### src/sv/tetm_pkg.sv
// Shared types and constants of the task execution time monitor.
`timescale 1ns / 1ps

package tetm_pkg;

	localparam int TASKS_DEF       = 8;
	localparam int TRACE_DEPTH_DEF = 49;

	localparam int TASK_REQ_W  = 3;
	localparam int TIME_W      = 32;
	localparam int SLOT_W      = 6;
	localparam int NEST_W      = 8;
	localparam int PEAK_W      = 7;
	localparam int ENTRY_W     = 4;

	localparam int IN_DATA_W   = 48;
	localparam int IN_USER_W   = 2;
	localparam int OUT_DATA_W  = 88;

	typedef enum logic [1:0] {
		OP_START      = 2'd0,
		OP_STOP       = 2'd1,
		OP_READ_STATS = 2'd2,
		OP_READ_TRACE = 2'd3
	} op_t;

	typedef enum logic {
		ST_IDLE,
		ST_EXEC
	} state_t;

endpackage

### src/sv/task_execution_time_monitor.sv
// Task execution time monitor: start/stop profiling, worst-case times and event trace.
`timescale 1ns / 1ps

// Each beat on the slave side carries one event: start or stop of a task, a read of a
// task's worst time, or a read of one trace word counted from the oldest slot. Every
// event gives exactly one result beat. An event is handled in two steps: one reads the
// synchronous task table and trace ring, one computes, writes back and loads the output
// register once it is free; the next event is taken while a result still waits to be taken.
// All tables read as zero after reset through per-entry valid bits, so no clearing
// pass is needed and events are accepted as soon as reset is released.
module task_execution_time_monitor #(
	parameter int TASKS       = tetm_pkg::TASKS_DEF,
	parameter int TRACE_DEPTH = tetm_pkg::TRACE_DEPTH_DEF
) (
	input  logic                            clk,
	input  logic                            arst_n,
	input  logic                            s_tvalid,
	output logic                            s_tready,
	// task_req [2:0], now_ms [34:3], trace_slot [40:35], zero fill above
	input  logic [tetm_pkg::IN_DATA_W-1:0]  s_tdata,
	// operation [1:0]
	input  logic [tetm_pkg::IN_USER_W-1:0]  s_tuser,
	output logic                            m_tvalid,
	input  logic                            m_tready,
	// elapsed_ms [31:0], worst_ms [63:32], nesting [71:64], max_nesting [78:72],
	// trace_entry [82:79], zero fill above
	output logic [tetm_pkg::OUT_DATA_W-1:0] m_tdata
);
	import tetm_pkg::*;

	localparam int TASK_AW = (TASKS > 1) ? $clog2(TASKS) : 1;
	localparam int TR_AW   = $clog2(TRACE_DEPTH);
	localparam int RED_W   = 15;

	// Input fields
	logic [TASK_REQ_W-1:0] in_task;
	logic [TIME_W-1:0]     in_now;
	logic [SLOT_W-1:0]     in_slot;
	op_t                   in_op;
	logic [6:0]            in_id_ext;
	logic                  in_ok;
	logic [TASK_AW-1:0]    in_idx;

	assign in_task   = s_tdata[2:0];
	assign in_now    = s_tdata[34:3];
	assign in_slot   = s_tdata[40:35];
	assign in_op     = op_t'(s_tuser);
	assign in_id_ext = {4'b0000, in_task};
	assign in_ok     = (in_id_ext < 7'(TASKS));
	assign in_idx    = in_id_ext[TASK_AW-1:0];

	// Control
	state_t state_q, state_nxt;
	logic   accept;
	logic   exec_go;
	logic   m_tvalid_q;

	assign accept = s_tvalid && s_tready;

	always_comb begin
		state_nxt = state_q;
		unique case (state_q)
			ST_IDLE: if (s_tvalid) state_nxt = ST_EXEC;
			ST_EXEC: if (!m_tvalid_q || m_tready) state_nxt = ST_IDLE;
			default: state_nxt = ST_IDLE;
		endcase
	end

	always_comb begin
		s_tready = 1'b0;
		exec_go  = 1'b0;
		unique case (state_q)
			ST_IDLE: s_tready = 1'b1;
			ST_EXEC: exec_go  = !m_tvalid_q || m_tready;
			default: begin
				s_tready = 1'b0;
				exec_go  = 1'b0;
			end
		endcase
	end

	always_ff @(posedge clk or negedge arst_n) begin
		if (!arst_n) begin
			state_q <= ST_IDLE;
		end else begin
			state_q <= state_nxt;
		end
	end

	// Trace read address: slot reduced modulo the ring depth, then offset from the oldest entry.
	logic [TR_AW-1:0] trace_pos_q;
	logic [TR_AW-1:0] rd_slot;
	logic [TR_AW:0]   rd_sum;
	logic [TR_AW-1:0] rd_addr;

	always_comb begin
		logic [RED_W-1:0] rem;
		logic [RED_W-1:0] sub;
		rem = {{(RED_W-SLOT_W){1'b0}}, in_slot};
		for (int k = SLOT_W - 1; k >= 0; k--) begin
			sub = RED_W'(TRACE_DEPTH) << k;
			if (rem >= sub) rem = rem - sub;
		end
		rd_slot = rem[TR_AW-1:0];
		rd_sum  = {1'b0, trace_pos_q} + {1'b0, rd_slot};
		if (rd_sum >= (TR_AW+1)'(TRACE_DEPTH)) rd_sum = rd_sum - (TR_AW+1)'(TRACE_DEPTH);
		rd_addr = rd_sum[TR_AW-1:0];
	end

	// Memories and their valid bits; a task entry holds the worst time above the start stamp.
	logic [2*TIME_W-1:0]    task_mem [TASKS];
	logic [ENTRY_W-1:0]     ring_mem [TRACE_DEPTH];
	logic [TASKS-1:0]       task_vld_q;
	logic [TRACE_DEPTH-1:0] ring_vld_q;

	// Item captured at accept and read data
	op_t                 op_s1;
	logic                ok_s1;
	logic [TASK_AW-1:0]  idx_s1;
	logic [ENTRY_W-1:0]  id_s1;
	logic [TIME_W-1:0]   now_s1;
	logic [2*TIME_W-1:0] task_rd_s1;
	logic [ENTRY_W-1:0]  ring_rd_s1;
	logic                task_vld_s1;
	logic                ring_vld_s1;

	always_ff @(posedge clk) begin
		if (accept) begin
			op_s1      <= in_op;
			ok_s1      <= in_ok;
			idx_s1     <= in_idx;
			id_s1      <= {1'b0, in_task};
			now_s1     <= in_now;
			task_rd_s1 <= task_mem[in_idx];
			ring_rd_s1 <= ring_mem[rd_addr];
		end
	end

	always_ff @(posedge clk or negedge arst_n) begin
		if (!arst_n) begin
			task_vld_s1 <= 1'b0;
			ring_vld_s1 <= 1'b0;
		end else if (accept) begin
			task_vld_s1 <= task_vld_q[in_idx];
			ring_vld_s1 <= ring_vld_q[rd_addr];
		end
	end

	// Execute: compute the result and the write-back
	logic signed [NEST_W-1:0] nest_q;
	logic [PEAK_W-1:0]        peak_q;
	logic [TIME_W-1:0]        stamp_val;
	logic [TIME_W-1:0]        worst_val;
	logic [TIME_W-1:0]        elapsed_c;
	logic signed [NEST_W-1:0] nest_nxt;
	logic [PEAK_W-1:0]        peak_nxt;
	logic [TIME_W-1:0]        elapsed_out;
	logic [TIME_W-1:0]        worst_out;
	logic [ENTRY_W-1:0]       entry_out;
	logic                     stamp_we;
	logic                     worst_we;
	logic                     ring_we;
	logic [ENTRY_W-1:0]       ring_wdata;
	logic [2*TIME_W-1:0]      task_wdata;
	logic [7:0]               word_start;
	logic [7:0]               word_stop;

	assign stamp_val  = task_vld_s1 ? task_rd_s1[TIME_W-1:0] : '0;
	assign worst_val  = task_vld_s1 ? task_rd_s1[2*TIME_W-1:TIME_W] : '0;
	assign elapsed_c  = now_s1 - stamp_val;
	assign word_start = 8'(TASKS) + {4'b0000, id_s1};
	assign word_stop  = 8'(TASKS) - {4'b0000, id_s1};
	assign task_wdata = {(worst_we ? elapsed_c : worst_val), (stamp_we ? now_s1 : stamp_val)};

	always_comb begin
		nest_nxt    = nest_q;
		peak_nxt    = peak_q;
		elapsed_out = '0;
		worst_out   = ok_s1 ? worst_val : '0;
		entry_out   = '0;
		stamp_we    = 1'b0;
		worst_we    = 1'b0;
		ring_we     = 1'b0;
		ring_wdata  = word_start[ENTRY_W-1:0];
		case (op_s1)
			OP_START: begin
				if (ok_s1) begin
					if (nest_q != 8'sd127) nest_nxt = nest_q + 8'sd1;
					stamp_we = 1'b1;
					ring_we  = 1'b1;
				end
			end
			OP_STOP: begin
				if (ok_s1) begin
					elapsed_out = elapsed_c;
					if (elapsed_c > worst_val) begin
						worst_we  = 1'b1;
						worst_out = elapsed_c;
					end
					if (nest_q != -8'sd128) nest_nxt = nest_q - 8'sd1;
					// The peak follows the count after it has been lowered.
					if (nest_nxt > $signed({1'b0, peak_q})) peak_nxt = nest_nxt[PEAK_W-1:0];
					ring_we    = 1'b1;
					ring_wdata = word_stop[ENTRY_W-1:0];
				end
			end
			OP_READ_TRACE: begin
				worst_out = '0;
				entry_out = ring_vld_s1 ? ring_rd_s1 : '0;
			end
			default: begin
				worst_out = ok_s1 ? worst_val : '0;
			end
		endcase
	end

	always_ff @(posedge clk) begin
		if (exec_go && (stamp_we || worst_we)) task_mem[idx_s1] <= task_wdata;
		if (exec_go && ring_we) ring_mem[trace_pos_q] <= ring_wdata;
	end

	always_ff @(posedge clk or negedge arst_n) begin
		if (!arst_n) begin
			task_vld_q  <= '0;
			ring_vld_q  <= '0;
			trace_pos_q <= '0;
			nest_q      <= '0;
			peak_q      <= '0;
		end else if (exec_go) begin
			if (stamp_we || worst_we) task_vld_q[idx_s1] <= 1'b1;
			if (ring_we) begin
				ring_vld_q[trace_pos_q] <= 1'b1;
				if (trace_pos_q == TR_AW'(TRACE_DEPTH - 1)) trace_pos_q <= '0;
				else trace_pos_q <= trace_pos_q + TR_AW'(1);
			end
			nest_q <= nest_nxt;
			peak_q <= peak_nxt;
		end
	end

	// Output register
	logic [TIME_W-1:0]  elapsed_q;
	logic [TIME_W-1:0]  worst_q;
	logic [NEST_W-1:0]  nesting_q;
	logic [PEAK_W-1:0]  max_nest_q;
	logic [ENTRY_W-1:0] entry_q;

	always_ff @(posedge clk or negedge arst_n) begin
		if (!arst_n) begin
			m_tvalid_q <= 1'b0;
		end else if (exec_go) begin
			m_tvalid_q <= 1'b1;
		end else if (m_tready) begin
			m_tvalid_q <= 1'b0;
		end
	end

	always_ff @(posedge clk) begin
		if (exec_go) begin
			elapsed_q  <= elapsed_out;
			worst_q    <= worst_out;
			nesting_q  <= nest_nxt;
			max_nest_q <= peak_nxt;
			entry_q    <= entry_out;
		end
	end

	assign m_tvalid = m_tvalid_q;
	assign m_tdata  = {5'b00000, entry_q, max_nest_q, nesting_q, worst_q, elapsed_q};

endmodule

### config.mk
export PLATFORM = sky130hd
export DESIGN_NAME = task_execution_time_monitor
export DESIGN_NICKNAME = d
export VERILOG_FILES = /design/src/sv/tetm_pkg.sv /design/src/sv/task_execution_time_monitor.sv
export SDC_FILE = /design/constraint.sdc
export NUM_CORES = 1
export LEC_CHECK = 0
export ABC_AREA = 1
export ABC_CLOCK_PERIOD_IN_PS = 16550
export BUFFER_PORTS_ARGS = -buffer_cell sky130_fd_sc_hd__buf_2
export CORE_AREA = 2 2 258 323
export CTS_CLUSTER_SIZE = 28
export DETAILED_ROUTE_END_ITERATION = 10
export DIE_AREA = 0 0 260 325
export PLACE_DENSITY_LB_ADDON = 0.2
export SKIP_CTS_REPAIR_TIMING = 1
export SYNTH_ARGS = -nofsm -noshare
export SYNTH_HDL_FRONTEND = slang
export SYNTH_SLANG_ARGS = --single-unit
export TNS_END_PERCENT = 1
### constraint.sdc
create_clock -name clk -period 16.55 [get_ports clk]
set_clock_uncertainty 0.2 [all_clocks]
set_input_delay 0.8275 -clock clk [delete_from_list [all_inputs] [get_ports clk]]
set_output_delay 0.8275 -clock clk [all_outputs]
set_load 0.05 [all_outputs]
Word-level counts from Yosys, hierarchy flattened
Memories as Yosys holds them, arrays and structs flattened. A register that Yosys moved wholly into a read port is not among the register bits.
Cells that the tools add are included.
{"block": "word_totals", "elab_cells": 111, "input_bits": 54, "ram_bits": 708, "out_inout_bits": 90, "register_bits": 203, "memories": 2}
{"name": "task_mem", "words": 8, "width": 64, "rd": 1, "rd_clocked_by_memory_dff": 1, "wr": 1, "line": "task_execution_time_monitor.sv:111", "rtl": "logic [2*TIME_W-1:0] task_mem [TASKS];"}
{"name": "ring_mem", "words": 49, "width": 4, "rd": 1, "rd_clocked_by_memory_dff": 1, "wr": 1, "line": "task_execution_time_monitor.sv:112", "rtl": "logic [ENTRY_W-1:0] ring_mem [TRACE_DEPTH];"}
{"block": "op_classes", "bitwise_logic": 3, "muxes": 48, "n_eq_ne": 5, "reduce_logical": 15, "n_addsub": 9, "magnitude_cmp": 11}
{"op": "$mux 32", "count": 7}
{"op": "$pmux 32 s2", "count": 1}
{"op": "$or 49x49->49", "count": 1}
{"op": "$mux 8", "count": 6}
{"op": "$gt 32x32->1", "count": 1}
{"op": "$sub 32x32->32", "count": 1}
{"op": "$mux 7", "count": 3}
{"op": "$mux 1", "count": 20}
{"op": "$mux 6", "count": 3}
{"op": "$ne 8x8->1 const B", "count": 2}
{"op": "$pmux 8 s2", "count": 1}
{"op": "$lt 6x7->1 const B", "count": 2}
{"op": "$lt 3x4->1 const B", "count": 3}
{"op": "$sub 6x6->6 const B", "count": 2}
{"op": "$add 8x2->8 const B", "count": 1}
{"op": "$gt 8x8->1", "count": 1}
{"op": "$mux 4", "count": 2}
{"op": "$or 8x8->8", "count": 1}
{"op": "$reduce_and 2->1", "count": 4}
{"op": "$sub 8x2->8 const B", "count": 1}
{"op": "$add 6x6->7", "count": 1}
{"op": "$ge 7x6->1 const B", "count": 1}
{"op": "$add 6x1->6 const B", "count": 1}
{"op": "$bmux 1 s6", "count": 1}
{"op": "19 further kinds", "count": 24}

Logic depth before layout (Yosys ltp)
{"block": "logic_depth", "word_depth": 10, "mapped_depth": 34, "ltp_nobuf": 31}

Worst setup path after synthesis
No wires, ideal clock.
{"block": "synth_timing", "path_type": "reg2reg", "start": "register task_vld_s1", "end": "memory task_mem[0][0] in the netlist's numbering, enable pin", "setup_time_ns": 0.486, "required_ns": 15.864, "setup_slack_ns": 8.621, "path_buffers": 3, "path_stages_with_launch": 28, "arrival_time_ns": 7.243, "cell_sequence": "dfrtp_1 -> clkbuf_1 -> buf_1 -> nand2_1 -> ha_1 -> a21oi_1 -> nand2_1 -> a21oi_2 -> o21ai_1 -> a21boi_0 -> o21ai_1 -> a21boi_0 -> o21ai_1 -> nand2_1 -> nand2_1 -> nand2_1 -> nand2_1 -> ha_1 -> nand2_1 -> or4_1 -> nor4_1 -> nand2_1 -> nand2_1 -> nand3_1 -> inv_2 -> o21ai_2 -> buf_2 -> nor2_1"}
{"block": "synth_between", "elab_chain_len": 10, "elab_cells_between_ends": 11}
{"element": "from (decl)", "line": "task_execution_time_monitor.sv:124", "rtl": "logic task_vld_s1;"}
{"element": "from (signal assigned)", "line": "task_execution_time_monitor.sv:144", "rtl": "task_vld_s1 <= task_vld_q[in_idx];"}
{"element": "$mux 32", "line": "task_execution_time_monitor.sv:168", "rtl": "assign stamp_val = task_vld_s1 ? task_rd_s1[TIME_W-1:0] : '0;"}
{"element": "$sub 32x32->32", "line": "task_execution_time_monitor.sv:170", "rtl": "assign elapsed_c = now_s1 - stamp_val;"}
{"element": "via elapsed_c[27]", "line": "task_execution_time_monitor.sv:154", "rtl": "logic [TIME_W-1:0] elapsed_c;"}
{"element": "$gt 32x32->1", "line": "task_execution_time_monitor.sv:196", "rtl": "if (elapsed_c > worst_val) begin"}
{"element": "$mux 1", "line": "task_execution_time_monitor.sv:196"}
{"element": "$mux 1", "line": "task_execution_time_monitor.sv:194", "rtl": "if (ok_s1) begin"}
{"element": "$mux 1", "line": "task_execution_time_monitor.sv:185", "rtl": "case (op_s1)"}
{"element": "$logic_or 1x1->1", "line": "task_execution_time_monitor.sv:218", "rtl": "if (exec_go && (stamp_we || worst_we)) task_mem[idx_s1] <= task_wdata;"}
{"element": "$logic_and 1x1->1", "line": "task_execution_time_monitor.sv:218"}
{"element": "$mux 1", "line": "task_execution_time_monitor.sv:218"}
{"element": "$mux 1 (not written as such)", "line": "task_execution_time_monitor.sv:218"}
{"element": "to (decl)", "line": "task_execution_time_monitor.sv:111"}
The timed path passes the listed nets, and every way through them passes these cells.

Final worst setup path
{"block": "layout_timing", "start": "register task_vld_s1", "end": "memory task_mem[6][16] in the netlist's numbering, enable pin"}
Same word-level chain as after synthesis.

==> impl_metrics.tcl <==
set metrics [dict create \
    crit_buf_inv 4 \
    gp_congestion 0.873 \
    synth.ff_latch_count 978 \
    syn_to_final_growth_pct 11.6 \
    gr-total-overflow 0 \
    grt_pass1_wl_mm 156 \
    grt_util_all_layers 0.243 \
    grt_max_degree 169 \
    io_pins 144 \
    finalHoldViolCount 0 \
    synthArstFlopShare 0.0838 \
    yosysTopAreaCell "edfxtp_1" \
    crit_slowest_cell "buf_4" \
    num-fill-cells 6617 \
    first_global_vias 26900 \
    nets 3886 \
    cts_buffers 94 \
    cp.arrival_ps 7830 \
    netlist_area_mm2 0.0419 \
    wl_met2_mm 50.4 \
    power_density_mw_per_mm2 175 \
    critPathTopFamily "simple AND/OR/NAND/NOR gates" \
    hp-class "primary input to flop" \
    maxSlewHeadroom 0.187 \
    highest_layer "met5" \
    clkSlewWorstSetupHoldPaths_ps 70 \
    yosys_warnings 0 \
    remaining_drc_errors 0 \
    hpwl_mm 60.5 \
    first_pass_iters 5 \
    dieHeight_um 325 \
    initial_core_util 0.516 \
    dieArea_mm2 0.0845 \
    die_w_um 260 \
    rsz0062_at_grt "false" \
    ant_nets 0 \
    tightest_slew_ps 1220 \
    met1_length_mm 41.5 \
    synthFlopType "edfxtp_1" \
    cts_root_buf "clkbuf_16" \
    placed_cells 4718 \
    wl_met3_mm 6.81 \
    cp_common_cell "nand2_1" \
    synth_common_cells "edfxtp_1 (896), nor2_1 (656), o21ai_0 (510)" \
    insertion_delay_ps 670 \
    stdcell_count 4896 \
    ir_worst_vdd_uv 249 \
    finalSetupViolCount 0 \
    vias 27800 \
    clk_path_buf_depth 3 \
    fmax_mhz 129 \
    synth.area.top_cells "edfxtp_1 (64%), o21ai_0 (6.1%), nor2_1 (5.9%)" \
    min_period_ps 7750 \
    cts_sinks 978 \
    critPathCaptureType "flop" \
    io_buffers 131 \
    critPathKind "flop to flop" \
    syn_area_per_cell_um2 11.5 \
    synth.most_common_cell "edfxtp_1" \
    p_leak_nw 17.0 \
    wl_per_cell_um 21.1 \
    cts_tree "yes" \
    crit_fanout 41 \
    outcome "completed" \
    vias_per_cell 5.68 \
    yosys.cell_types.count 52 \
    synth_edf_count 896 \
    wirelength_mm 103 \
    core_area_mm2 0.0812 \
    min_period_over_period 0.468 \
    num_rows 117 \
    htreeDepth 3 \
    crit_required_ps 16630 \
    netlist.area_leader.share 0.642 \
    antenna_found_initial 1 \
    diodes 0 \
    syn_inst 3661 \
    maxCapViolations 0 \
    slowest_delay_ps 780 \
    tns_ps 0 \
    first_iter_violations 2599 \
    drv_slew 0 \
    drive_gt1_frac 0.0962 \
    critPathLaunchType "flop" \
    ys_seq_area_frac 0.690 \
]
[final timing paths]
check | start | end | slack [ps] | cells after the start
min in group asynchronous | arst_n | ring_vld_q[44]$_DFFE_PN0P_ | 440 | 2
hold / removal | s_tdata[28] | now_s1[25]$_DFFE_PP_ | 140 | 1
hold reg to reg | task_vld_q[7]$_DFFE_PN0P_ | task_vld_q[7]$_DFFE_PN0P_ | 260 | 2
setup / recovery | task_vld_s1$_DFFE_PN0P_ | task_mem[6][16]$_DFFE_PP_ | 8800 | 27
max in group asynchronous | arst_n | task_vld_s1$_DFFE_PN0P_ | 14530 | 3
setup reg to reg | task_vld_s1$_DFFE_PN0P_ | task_mem[6][16]$_DFFE_PP_ | 8800 | 27
[metal layers]
metal  track usage  vias up
li1              -    13100
met1         0.313    13500
met2         0.406      946
met3        0.0344      229
met4         0.117        2
met5             0        -
[through the flow]
stage / hold WS [ps] / power [W] / worst slack, ps / utilization / area [um^2]
finish: 140 / 0.00817 / 8800 / 0.576 / 46800
global route: 123 / 0.00859 / 8350 / 0.576 / 46800
CTS: -159 / 0.00819 / 8870 / 0.576 / 46800
detailed placement: 240 / 0.00600 / 8900 / 0.537 / 43600
global placement: 236 / 0.00597 / 8990 / 0.537 / 43600
floorplan: 222 / 0.00514 / 8620 / - / 42000
[registers in the layout, indices dropped and copies added (netlist names), 32 cells and up]
| name | flops |
|---|---|
| task_rd_s1 | 64 |
| now_s1 | 32 |
| worst_q | 32 |
| elapsed_q | 32 |
| ring_vld_q | 49 |
| task_mem | 512 |
| ring_mem | 196 |
[cell type report]
class / instances / area [um^2] / area share
multi-input cells: 2268 / 11400 / 0.244
clock buffers: 123 / 2550 / 0.0546
clock inverters: 54 / 622 / 0.0133
repair buffers: 178 / 1040 / 0.0222
inverters: 224 / 853 / 0.0182
well taps: 1071 / 1340 / 0.0286
flip-flops and latches: 978 / 29000 / 0.619
[logic make-up after synthesis]
family,after synthesis,share of synthesized area
simple gates,1265,0.120
flops,978,0.690
xor+xnor,40,0.00871
fa+ha+maj,88,0.0266
buf+inv,419,0.0405
compound gates,870,0.114
other cells,1,0.0000894
[layout by cell type (no fill, tap or decap), types with 4 or more instances in the layout]
| master | count |
|---|---|
| o22ai_1 | 73 |
| a21boi_0 | 5 |
| o21ai_0 | 509 |
| ha_1 | 86 |
| or2_2 | 5 |
| nor2_1 | 646 |
| buf_4 | 47 |
| o221ai_1 | 5 |
| nand2_2 | 7 |
| o21bai_1 | 25 |
| clkbuf_1 | 21 |
| nand2_1 | 437 |
| dfrtp_1 | 81 |
| clkinvlp_4 | 6 |
| inv_1 | 213 |
| xnor2_1 | 11 |
| bufinv_16 | 11 |
| xor2_1 | 26 |
| a31oi_1 | 77 |
| o21ai_1 | 52 |
| clkbuf_8 | 8 |
| and2_1 | 4 |
| clkinv_1 | 16 |
| nor4_1 | 6 |
| a21oi_2 | 4 |
| clkbuf_16 | 95 |
| clkinv_2 | 17 |
| nand4_1 | 12 |
| o211ai_1 | 21 |
| nor3_1 | 23 |
| nor2_4 | 10 |
| buf_2 | 128 |
| nand3_1 | 108 |
| a21oi_1 | 77 |
| inv_2 | 4 |
| edfxtp_1 | 896 |
| conb_1 | 5 |
[report_power, final]
group | switching, W | internal (W)
clock | 0.000932 | 0.00127
sequential | 0.0000723 | 0.00299
combinational | 0.00212 | 0.000788
total | 0.00312 | 0.00505
No activity file was read; power rests on OpenSTA's default activity.
